`src/rtl/bba_pkg.sv`:
```
// ----------------------------------------------------------------------------
// bba_pkg
// Shared types, codes and helpers for the buddy block allocator.
// ----------------------------------------------------------------------------
package bba_pkg;

  // Field widths of the transfer payloads
  localparam int FUNC_W = 2;
  localparam int REQ_W  = 11;
  localparam int OFF_W  = 10;
  localparam int ST_W   = 2;
  localparam int BSZ_W  = 11;
  // Rounded request: up to 2048
  localparam int WANT_W = 12;

  // Operation codes
  localparam logic [FUNC_W-1:0] FUNC_ALLOC = 2'd0;
  localparam logic [FUNC_W-1:0] FUNC_FREE  = 2'd1;
  localparam logic [FUNC_W-1:0] FUNC_QUERY = 2'd2;

  // Status codes
  localparam logic [ST_W-1:0] ST_OK       = 2'd0;
  localparam logic [ST_W-1:0] ST_NOSPACE  = 2'd1;
  localparam logic [ST_W-1:0] ST_NOTALLOC = 2'd2;

  // Datapath commands
  typedef enum logic [3:0] {
    OP_NOP,
    OP_CLR_INIT,
    OP_CLR,
    OP_LOAD,
    OP_ROOT,
    OP_DESC,
    OP_MARK,
    OP_CLIMB_UP,
    OP_FOUND,
    OP_UP_RD,
    OP_UP_WR,
    OP_FAIL_SPACE,
    OP_FAIL_ALLOC,
    OP_PUBLISH
  } dp_op_t;

  // Datapath status seen by the controller
  typedef struct packed {
    logic              clr_last;
    logic              off_bad;
    logic              root_short;
    logic              sz_gt_want;
    logic              half_gt_want;
    logic              rd_zero;
    logic              at_root;
    logic [FUNC_W-1:0] func;
    logic [FUNC_W-1:0] new_func;
  } dp_status_t;

  // Round up to a power of two; zero becomes one
  function automatic logic [WANT_W-1:0] round_pow2(input logic [REQ_W-1:0] v);
    logic [WANT_W-1:0] p;
    logic              found;
    p     = '0;
    found = 1'b0;
    for (int k = 0; k < WANT_W; k++) begin
      if (!found && ((WANT_W'(1) << k) >= WANT_W'(v))) begin
        p     = WANT_W'(1) << k;
        found = 1'b1;
      end
    end
    return p;
  endfunction

endpackage

```
`src/rtl/bba_ctrl.sv`:
```
// ----------------------------------------------------------------------------
// bba_ctrl
// Sequencer for clearing, descent, climb and ancestor update.
// ----------------------------------------------------------------------------
module bba_ctrl (
  input  logic                clk,
  input  logic                rst_n,
  input  logic                in_valid,
  output logic                in_ready,
  input  logic                out_ready,
  output logic                out_valid,
  input  bba_pkg::dp_status_t stat,
  output bba_pkg::dp_op_t     op
);
  import bba_pkg::*;

  typedef enum logic [9:0] {
    S_CLR_INIT = 10'b0000000001,
    S_CLEAR    = 10'b0000000010,
    S_IDLE     = 10'b0000000100,
    S_ROOT     = 10'b0000001000,
    S_DESC     = 10'b0000010000,
    S_MARK     = 10'b0000100000,
    S_CLIMB    = 10'b0001000000,
    S_UP_RD    = 10'b0010000000,
    S_UP_WR    = 10'b0100000000,
    S_DONE     = 10'b1000000000
  } state_t;

  state_t state_r, state_nxt;
  logic   out_valid_r, out_valid_nxt;

  assign in_ready  = (state_r == S_IDLE);
  assign out_valid = out_valid_r;

  // Next state and command
  always_comb begin
    state_nxt     = state_r;
    op            = OP_NOP;
    out_valid_nxt = out_valid_r && !out_ready;
    case (state_r)
      S_CLR_INIT: begin
        op        = OP_CLR_INIT;
        state_nxt = S_CLEAR;
      end
      S_CLEAR: begin
        op = OP_CLR;
        if (stat.clr_last) state_nxt = S_IDLE;
      end
      S_IDLE: begin
        if (in_valid) begin
          op = OP_LOAD;
          if (stat.new_func == FUNC_ALLOC) state_nxt = S_ROOT;
          else if ((stat.new_func == FUNC_FREE || stat.new_func == FUNC_QUERY)
                   && !stat.off_bad) state_nxt = S_CLIMB;
          else state_nxt = S_DONE;
        end
      end
      S_ROOT: begin
        if (stat.root_short) begin
          op        = OP_FAIL_SPACE;
          state_nxt = S_DONE;
        end else if (stat.sz_gt_want) begin
          op        = OP_ROOT;
          state_nxt = S_DESC;
        end else begin
          state_nxt = S_MARK;
        end
      end
      S_DESC: begin
        op = OP_DESC;
        if (!stat.half_gt_want) state_nxt = S_MARK;
      end
      S_MARK: begin
        op        = OP_MARK;
        state_nxt = stat.at_root ? S_DONE : S_UP_RD;
      end
      S_CLIMB: begin
        if (stat.rd_zero) begin
          op = OP_FOUND;
          if (stat.func == FUNC_QUERY || stat.at_root) state_nxt = S_DONE;
          else state_nxt = S_UP_RD;
        end else if (stat.at_root) begin
          op        = OP_FAIL_ALLOC;
          state_nxt = S_DONE;
        end else begin
          op = OP_CLIMB_UP;
        end
      end
      S_UP_RD: begin
        op        = OP_UP_RD;
        state_nxt = S_UP_WR;
      end
      S_UP_WR: begin
        op        = OP_UP_WR;
        state_nxt = stat.at_root ? S_DONE : S_UP_RD;
      end
      S_DONE: begin
        // Hand the result over once the output register is free
        if (!out_valid_r || out_ready) begin
          op            = OP_PUBLISH;
          out_valid_nxt = 1'b1;
          state_nxt     = S_IDLE;
        end
      end
      default: state_nxt = S_CLR_INIT;
    endcase
  end

  always_ff @(posedge clk) begin
    if (!rst_n) begin
      state_r     <= S_CLR_INIT;
      out_valid_r <= 1'b0;
    end else begin
      state_r     <= state_nxt;
      out_valid_r <= out_valid_nxt;
    end
  end

endmodule

```
`config.mk`:
```
export PLATFORM = sky130hd
export DESIGN_NAME = bba_ctrl
export DESIGN_NICKNAME = d
export VERILOG_FILES = /design/src/rtl/bba_pkg.sv /design/src/rtl/bba_ctrl.sv
export SDC_FILE = /design/constraint.sdc
export NUM_CORES = 1
export LEC_CHECK = 0
export ABC_CLOCK_PERIOD_IN_PS = 1850
export BUFFER_PORTS_ARGS = -buffer_cell sky130_fd_sc_hd__buf_2
export CAP_MARGIN = 10
export CORE_ASPECT_RATIO = 0.9
export CORE_MARGIN = 4
export CORE_UTILIZATION = 40
export DETAILED_ROUTE_END_ITERATION = 12
export PLACE_DENSITY = 0.63
export SYNTH_ARGS = -nofsm -noshare
export SYNTH_HDL_FRONTEND = slang
export SYNTH_SLANG_ARGS = --single-unit
```
`constraint.sdc`:
```
create_clock -name clk -period 1.85 [get_ports clk]
set_clock_uncertainty 0.05 [all_clocks]
set_input_delay 0.37 -clock clk [delete_from_list [all_inputs] [get_ports clk]]
set_output_delay 0.37 -clock clk [all_outputs]
set_load 0.02 [all_outputs]
```
# --- After elaboration in Yosys (flattened, before gate mapping) ---
# Cells that the tools add are included.
op_classes:
  add_sub_neg: 0
  n_eq_ne: 18
  mul: 0
  order_cmp: 0
  shifts: 0
  reduce_logical: 11
  div: 0
  bitwise: 0
  n_mux: 22
ops:
  columns: ["op", "count"]
  rows:
  - ["2-to-1 mux 10 bit", 11]
  - ["one-hot mux 10 bit (9 select lines)", 1]
  - ["one-hot mux 4 bit (10 select lines)", 1]
  - ["2-to-1 mux 4 bit", 4]
  - ["== test 10 x 1 -> 1 bit (second input constant)", 1]
  - ["== test 10 bit (second input constant)", 1]
  - ["== test 10 x 2 -> 1 bit (second input constant)", 1]
  - ["== test 10 x 3 -> 1 bit (second input constant)", 1]
  - ["== test 10 x 4 -> 1 bit (second input constant)", 1]
  - ["== test 10 x 5 -> 1 bit (second input constant)", 1]
  - ["== test 10 x 6 -> 1 bit (second input constant)", 1]
  - ["== test 10 x 7 -> 1 bit (second input constant)", 1]
  - ["== test 10 x 8 -> 1 bit (second input constant)", 1]
  - ["== test 10 x 9 -> 1 bit (second input constant)", 1]
  - ["!= test 2 bit (second input constant)", 4]
  - ["2-to-1 mux 6 bit", 1]
  - ["AND reduction 5 bit", 1]
  - ["== test 2 bit (second input constant)", 2]
  - ["logical NOT 1 bit", 3]
  - ["logical OR 1 bit", 3]
  - ["2-to-1 mux 3 bit", 1]
  - ["!= test 3 bit (second input constant)", 1]
  - ["== test 2 x 1 -> 1 bit (second input constant)", 1]
  - ["logical AND 1 bit", 2]
  - ["4 further kinds", 5]
word_totals:
  reg_bits: 11
  word_cells: 53
  output_inout_bits: 6
  mem_bits_ro: 0
  ram_bits: 0
  memories: 0
  latch_bits: 0
  inputBits: 15

# --- Logic depth before layout (Yosys ltp) ---
# Gate-level depths: netlist of the first run.
logic_depth:
  word_depth: 7
  depth_mapped: 7
  depth_no_buf: 6

# --- Worst setup path before layout of the first run ---
# No wires, ideal clock.
synth_path:
  path_type: "register to output"
  from: "register state_r[3]"
  to: "output op[2]"
  path_stages_with_launch: 5
  slack_ps: -372
  t_required_ps: 1430
  n_path_buf: 1
  arrival_time_ps: 1802
  cell_sequence: "dfxtp_1 buf_2 or4_4 or3_1 o2111ai_1"
synth_via:
  elab_chain_len: 2
  elab_cells_between_ends: 11
  cone_classes: "eq/ne (10); mux (1)"
synth_lines:
  columns: ["element", "line", "text"]
  rows:
  - ["start: declaration", "bba_ctrl.sv:30", "state_t state_r, state_nxt;"]
  - ["start signal: assignment", "bba_ctrl.sv:115", "state_r <= state_nxt;"]
  - ["== test 10 bit, or another cell as far along", "bba_ctrl.sv:41", "case (state_r)"]
  - ["one-hot mux 4 bit (10 select lines) (*)", "bba_ctrl.sv:41", null]
  - ["end: declaration", "bba_ctrl.sv:13", "output bba_pkg::dp_op_t op"]
# Mark *: on every way between the ends. The rest lies on a longest branch, timed or not.

# --- Worst setup path after layout of the first run ---
layout_path:
  from: "register state_r[7]"
  to: "output op[1]"
# Same word-level chain as after synthesis.

==> results of run 1 <==
-- sequential cells by signal, indices dropped and copies added (netlist names) --
name,flops
out_valid,1
state_r,10
-- final timing paths --
path         slack, ps                       to  depth (start not counted)                    start
min                320  state_r[0]$_SDFFE_PN1P_                          2                    rst_n
min reg2reg        440     out_valid$_SDFF_PN0_                          2     out_valid$_SDFF_PN0_
max reg2reg       -210  state_r[9]$_SDFFE_PN0P_                          8  state_r[3]$_SDFFE_PN0P_
max               -630                    op[1]                          7  state_r[7]$_SDFFE_PN0P_
-- cells in the mapped netlist (2+ instances only) --
cell type  count  area (sq um)
a21oi_1        6          30.0
or2_2          2          12.5
nand3_1        3          15.0
o21ai_2        2          17.5
nor2_1        15          56.3
nor3_1         6          30.0
nor4_1         4          25.0
nor3b_1        2          15.0
nand2b_1       4          25.0
nand2_1        9          33.8
o21a_1         2          15.0
nand3b_1       3          22.5
a211oi_1       2          15.0
or3_1          2          12.5
o21ai_0        4          20.0
dfxtp_1       11           220
or4_1          4          30.0
inv_1          8          30.0
nor2b_1        3          18.8
o32ai_1        2          17.5
-- final cells by class --
type                       instances  area share (%)
clock buffer                       4            1.66
inverter                           8            1.89
multi-input combinational         93            47.5
sequential                        11            15.1
tap                               25            1.97
timing repair buffer              68            31.9
-- worst register-to-register path, stage by stage, from the launching register on --
cell and delay (ps):
dfxtp_1 470, buf_4 180, nor4_4 50, buf_4 150
and4b_2 270, a211oi_4 290, o221a_4 230, o311ai_4 120
o21ai_2 180
-- power groups by stage --
stage	Sequential [uW]	Clock, uW	Combinational, uW
2_1_floorplan	257	0	125
3_3_place_gp	261	0	210
3_5_place_dp	261	0	213
4_1_cts	257	175	230
5_1_grt	256	191	262
6_report	254	173	247
-- kinds of logic after synthesis --
kind of cell	after synthesis	share of synthesized area, %
adders and majority gates	1	1.43
and+or+nand+nor	66	45.0
DFF	11	25.1
AOI/OAI and AO/OA	24	21.1
xor gates and xnor gates	2	2.00
buffers and inverters	10	5.29
-- timing repair --
action	in CTS	in global routing
endpoints found under the setup margin	12	13
resized for setup	28	13
setup buffers	5	6
pin swaps	10	9
-- routing by layer --
layer	track usage (%)	part of all wire [%]
met3	5.42	7.7
met4	14.7	3.9
met2	44.9	48
met5	0	0
met1	29.4	40
-- per-stage QoR --
step / power [uW] / area, sq um / instances
3_5_place_dp: 474 / 1330 / 196
4_1_cts: 662 / 1500 / 205
2_1_floorplan: 382 / 923 / 114
3_3_place_gp: 471 / 1330 / 196
6_report: 674 / 1590 / 209
5_1_grt: 709 / 1590 / 209
==> results.toml, run 1 <==
[die]
rows = 15
die_y_microns = 52.4
die_area_sq_um = 3000
io_pins = 21
die_w_microns = 57.3
core_region_area_sq_um = 1990
start_util_pct = 44.0

[placed_design]
place_ws_ps = -341
io_buffer_count = 20
hpwl_microns = 2490
place.gp.congestion = 0.947

[power_and_ir_drop]
p_int_uw = 452
leakage_uw = 0.000747
power.switching_uw = 221
combinationalPowerShare_pct = 36.7
p_sw_share_pct = 32.9
pwr-share-seq_pct = 37.6
ir_worst_vdd_mv = 0.343
powerDensity_nw_per_um2 = 425
clock_power_share_pct = 25.7

[worst_setup_path]
cp_cell_sequence = "or4_4 > nor2_4 > nand3b_1 > nor2_2 > a211o_1 > or2_4 > buf_6"
slowest_delay_ps = 560
critPathSlowestCell = "or4_4"
required_ps = 1430
critical-path-top-delay-family = "simple AND/OR/NAND/NOR gates"
cp.arrival_ps = 2060
crit_type = "reg -> out"
crit_fanout = 3
start_kind = "flip-flop"
crit_path_end_kind = "primary output"
critical_path_buf_inv_count = 1

[clock_network]
clk-insertion-delay-late_ps = 270
clkSinkCount = 11
clk_path_buf_depth = 2
cts_tree = "done"
cts_root_buf = "clkbuf_4"
cts_hold_buf = 0
htree_levels = 1
cts-buffers-inserted = 3
clk_pin_slew_ps = 80

[status]
failed_checks = "negative setup slack"
outcome = "finished with violations"

[sta]
setup_viol = 12
fin_crit_sh_pct = 134
fmax_mhz = 403
tightest_slew_ps = 413
hold_slack_ps = 316
slew_violations = 0
max_slew_margin_pct = 72.2
setup_ws_ps = -629
finalHoldViolCount = 0
finalSetupTns_ps = -3700
grt_setup_unrepaired = "true"
finalCriticalPeriod_ps = 2480

[finish]
nets = 201
regArea_sq_um = 239
final_util_pct = 79.7
drive_gt1_share_pct = 60.9
layout_common_cells = "44 x buf_4, 15 x buf_2, 12 x nor2_1"
final_common_cell = "buf_4"
syn2layout_area_growth_pct = 81.1
fillers = 143
multi_input_area_sq_um = 753
diodes = 0

[synthesis]
synth_edf_count = 0
ys.flop_type = "dfxtp_1"
ys_ff_latch = 11
syn_nets = 130
ys_types = 40
synth_area_sq_um = 876
yosysWarnings = 0
synthCells = 114
syn_area_per_cell_sq_um = 7.68
synthArstFlopShare_pct = 0
ys_seq_area_share_pct = 25.1

[drt]
postRouteAntennaNets = 0
dr.pass1.iters = 4
drc = 0
drtIter0Drc = 66
wirelength_microns = 3860
wl_per_cell_microns = 18.5
vias = 1267
vias_per_cell = 6.06

[global_route]
gr-total-overflow = 0
grt_pass1_wl_microns = 5790
grt_max_degree = 10
grt_pass1_vias = 1259
grt_usage_pct = 25.8
antenna_found_initial = 0

[worst_hold_path]
hp-class = "in -> reg"

[job]
maxCapViolCount = 0
No activity file was read; power rests on OpenSTA's default activity.
==> run 2, diff against run 1 <==
--- a/config.mk
+++ b/config.mk
@@ -8,11 +8,11 @@
 export ABC_CLOCK_PERIOD_IN_PS = 1850
 export BUFFER_PORTS_ARGS = -buffer_cell sky130_fd_sc_hd__buf_2
 export CAP_MARGIN = 10
-export CORE_ASPECT_RATIO = 0.9
 export CORE_MARGIN = 4
-export CORE_UTILIZATION = 40
+export CORE_UTILIZATION = 47
 export DETAILED_ROUTE_END_ITERATION = 12
-export PLACE_DENSITY = 0.63
+export PLACE_DENSITY = 0.72
 export SYNTH_ARGS = -nofsm -noshare
 export SYNTH_HDL_FRONTEND = slang
 export SYNTH_SLANG_ARGS = --single-unit
+export TNS_END_PERCENT = 50
==> results.toml, run 2 (synthesized netlist as in run 1, its figures left out) <==
[status]
outcome = "finished with violations"
failed_checks = "negative setup slack"

[sta]
fmax_mhz = 404
fin_crit_sh_pct = 134
max_slew_margin_pct = 69.7
finalCriticalPeriod_ps = 2480
setup_viol = 13
setup_ws_ps = -626
slew_violations = 0
finalSetupTns_ps = -4040
finalHoldViolCount = 0
tightest_slew_ps = 450
grt_setup_unrepaired = "true"

[clock_network]
clk_pin_slew_ps = 80
clkSinkCount = 11
htree_levels = 1
cts_hold_buf = 0
clk_path_buf_depth = 2
cts_tree = "done"
cts-buffers-inserted = 3
cts_root_buf = "clkbuf_4"
clk-insertion-delay-late_ps = 280

[power_and_ir_drop]
combinationalPowerShare_pct = 38.8
clock_power_share_pct = 25.2
ir_worst_vdd_mv = 0.456
power.switching_uw = 237
p_sw_share_pct = 33.7
pwr-share-seq_pct = 36.0
leakage_uw = 0.000722
p_int_uw = 467
powerDensity_nw_per_um2 = 455

[drt]
drc = 0
wl_per_cell_microns = 19.8
wirelength_microns = 4090
dr.pass1.iters = 4
vias_per_cell = 6.21
postRouteAntennaNets = 0
vias = 1286
drtIter0Drc = 52

[worst_setup_path]
cp_cell_sequence = "or4_4 > nor2_4 > nand3b_1 > nor2_2 > a211o_1 > or2_4 > buf_6"
crit_fanout = 4
slowest_delay_ps = 560
critPathSlowestCell = "or4_4"
required_ps = 1430
cp.arrival_ps = 2060
start_kind = "flip-flop"
crit_type = "reg -> out"
critical_path_buf_inv_count = 1
critical-path-top-delay-family = "simple AND/OR/NAND/NOR gates"
crit_path_end_kind = "primary output"

[placed_design]
placed_cells = 195
io_buffer_count = 20
place.gp.congestion = 0.903
hpwl_microns = 2550

[finish]
largest_register_ffs = 10
drive_gt1_share_pct = 60.4
diodes = 0
layout_common_cells = "41 x buf_4, 15 x buf_2, 12 x nor2_1"
regMostFlops = "state_r"
syn2layout_area_growth_pct = 76.4
stdcell_count = 207
final_common_cell = "buf_4"
nets = 199

[die]
die_y_microns = 51.2
die_w_microns = 51.2
start_util_pct = 50.2
die_area_sq_um = 2620
io_pins = 21
core_region_area_sq_um = 1750
rows = 15

[global_route]
grt_pass1_vias = 1329
gr-total-overflow = 0
grt_max_degree = 8
grt_pass1_wl_microns = 6360
grt_usage_pct = 33.5
antenna_found_initial = 0

[worst_hold_path]
hp-class = "in -> reg"

[job]
maxCapViolCount = 0
==> run 2: what timing repair did <==
| item | 4_1_cts | 5_1_grt |
|---|---|---|
| setup endpoints to repair | 13 | 13 |
| setup buffers | 11 | 0 |
| resized for setup | 29 | 12 |
| pin swaps | 13 | 10 |
==> run 2: routing by layer <==
layer	vias to the layer above	wire length (microns)	global-route usage (%)
li1	558	-	-
met1	596	1570	36.9
met2	95	1910	57.3
met3	37	339	7.58
met4	0	274	21.1
met5	-	0	0
==> run 2: layout make-up <==
type	instances	area, sq um
inverter	8	30.0
fill	94	200
timing repair buffer	66	495
multi-input combinational	93	727
clock buffer	4	26.3
sequential	11	235
tap	25	31.3
==> run 2: power by group through the flow <==
stage               combinational, uW  clock [uW]  sequential (uW)
CTS                               245         164              252
finish                            273         178              253
global placement                  212           0              259
floorplan                         125           0              257
global route                      290         178              254
detailed placement                219           0              260
==> run 2: worst register-to-register path, stage by stage, from the launching register on <==
cell and delay [ps]:
dfxtp_2 350, or4_4 560, nor2_4 130, buf_4 120, nand3b_1 120, buf_6 160
o32ai_1 360, a211oi_2 90, o21ai_2 140
==> run 2: final timing paths <==
check                          start                      end  slack, ps  cells after the start
max          state_r[0]$_SDFFE_PN1P_                    op[1]       -630                      7
min                        out_ready     out_valid$_SDFF_PN0_        310                      3
max reg2reg  state_r[0]$_SDFFE_PN1P_  state_r[9]$_SDFFE_PN0P_       -300                      8
min reg2reg     out_valid$_SDFF_PN0_     out_valid$_SDFF_PN0_        440                      2
==> run 2: through the flow <==
step           hold slack, ps  setup WS [ps]  power [uW]  area [sq um]  util, %
5_1_grt                   326           -677         722          1550     88.5
3_3_place_gp              426           -327         471          1320     75.8
6_report                  307           -626         704          1550     88.5
2_1_floorplan             391           -228         382           923        -
4_1_cts                   301           -569         661          1530     87.7
3_5_place_dp              429           -378         478          1320     75.8
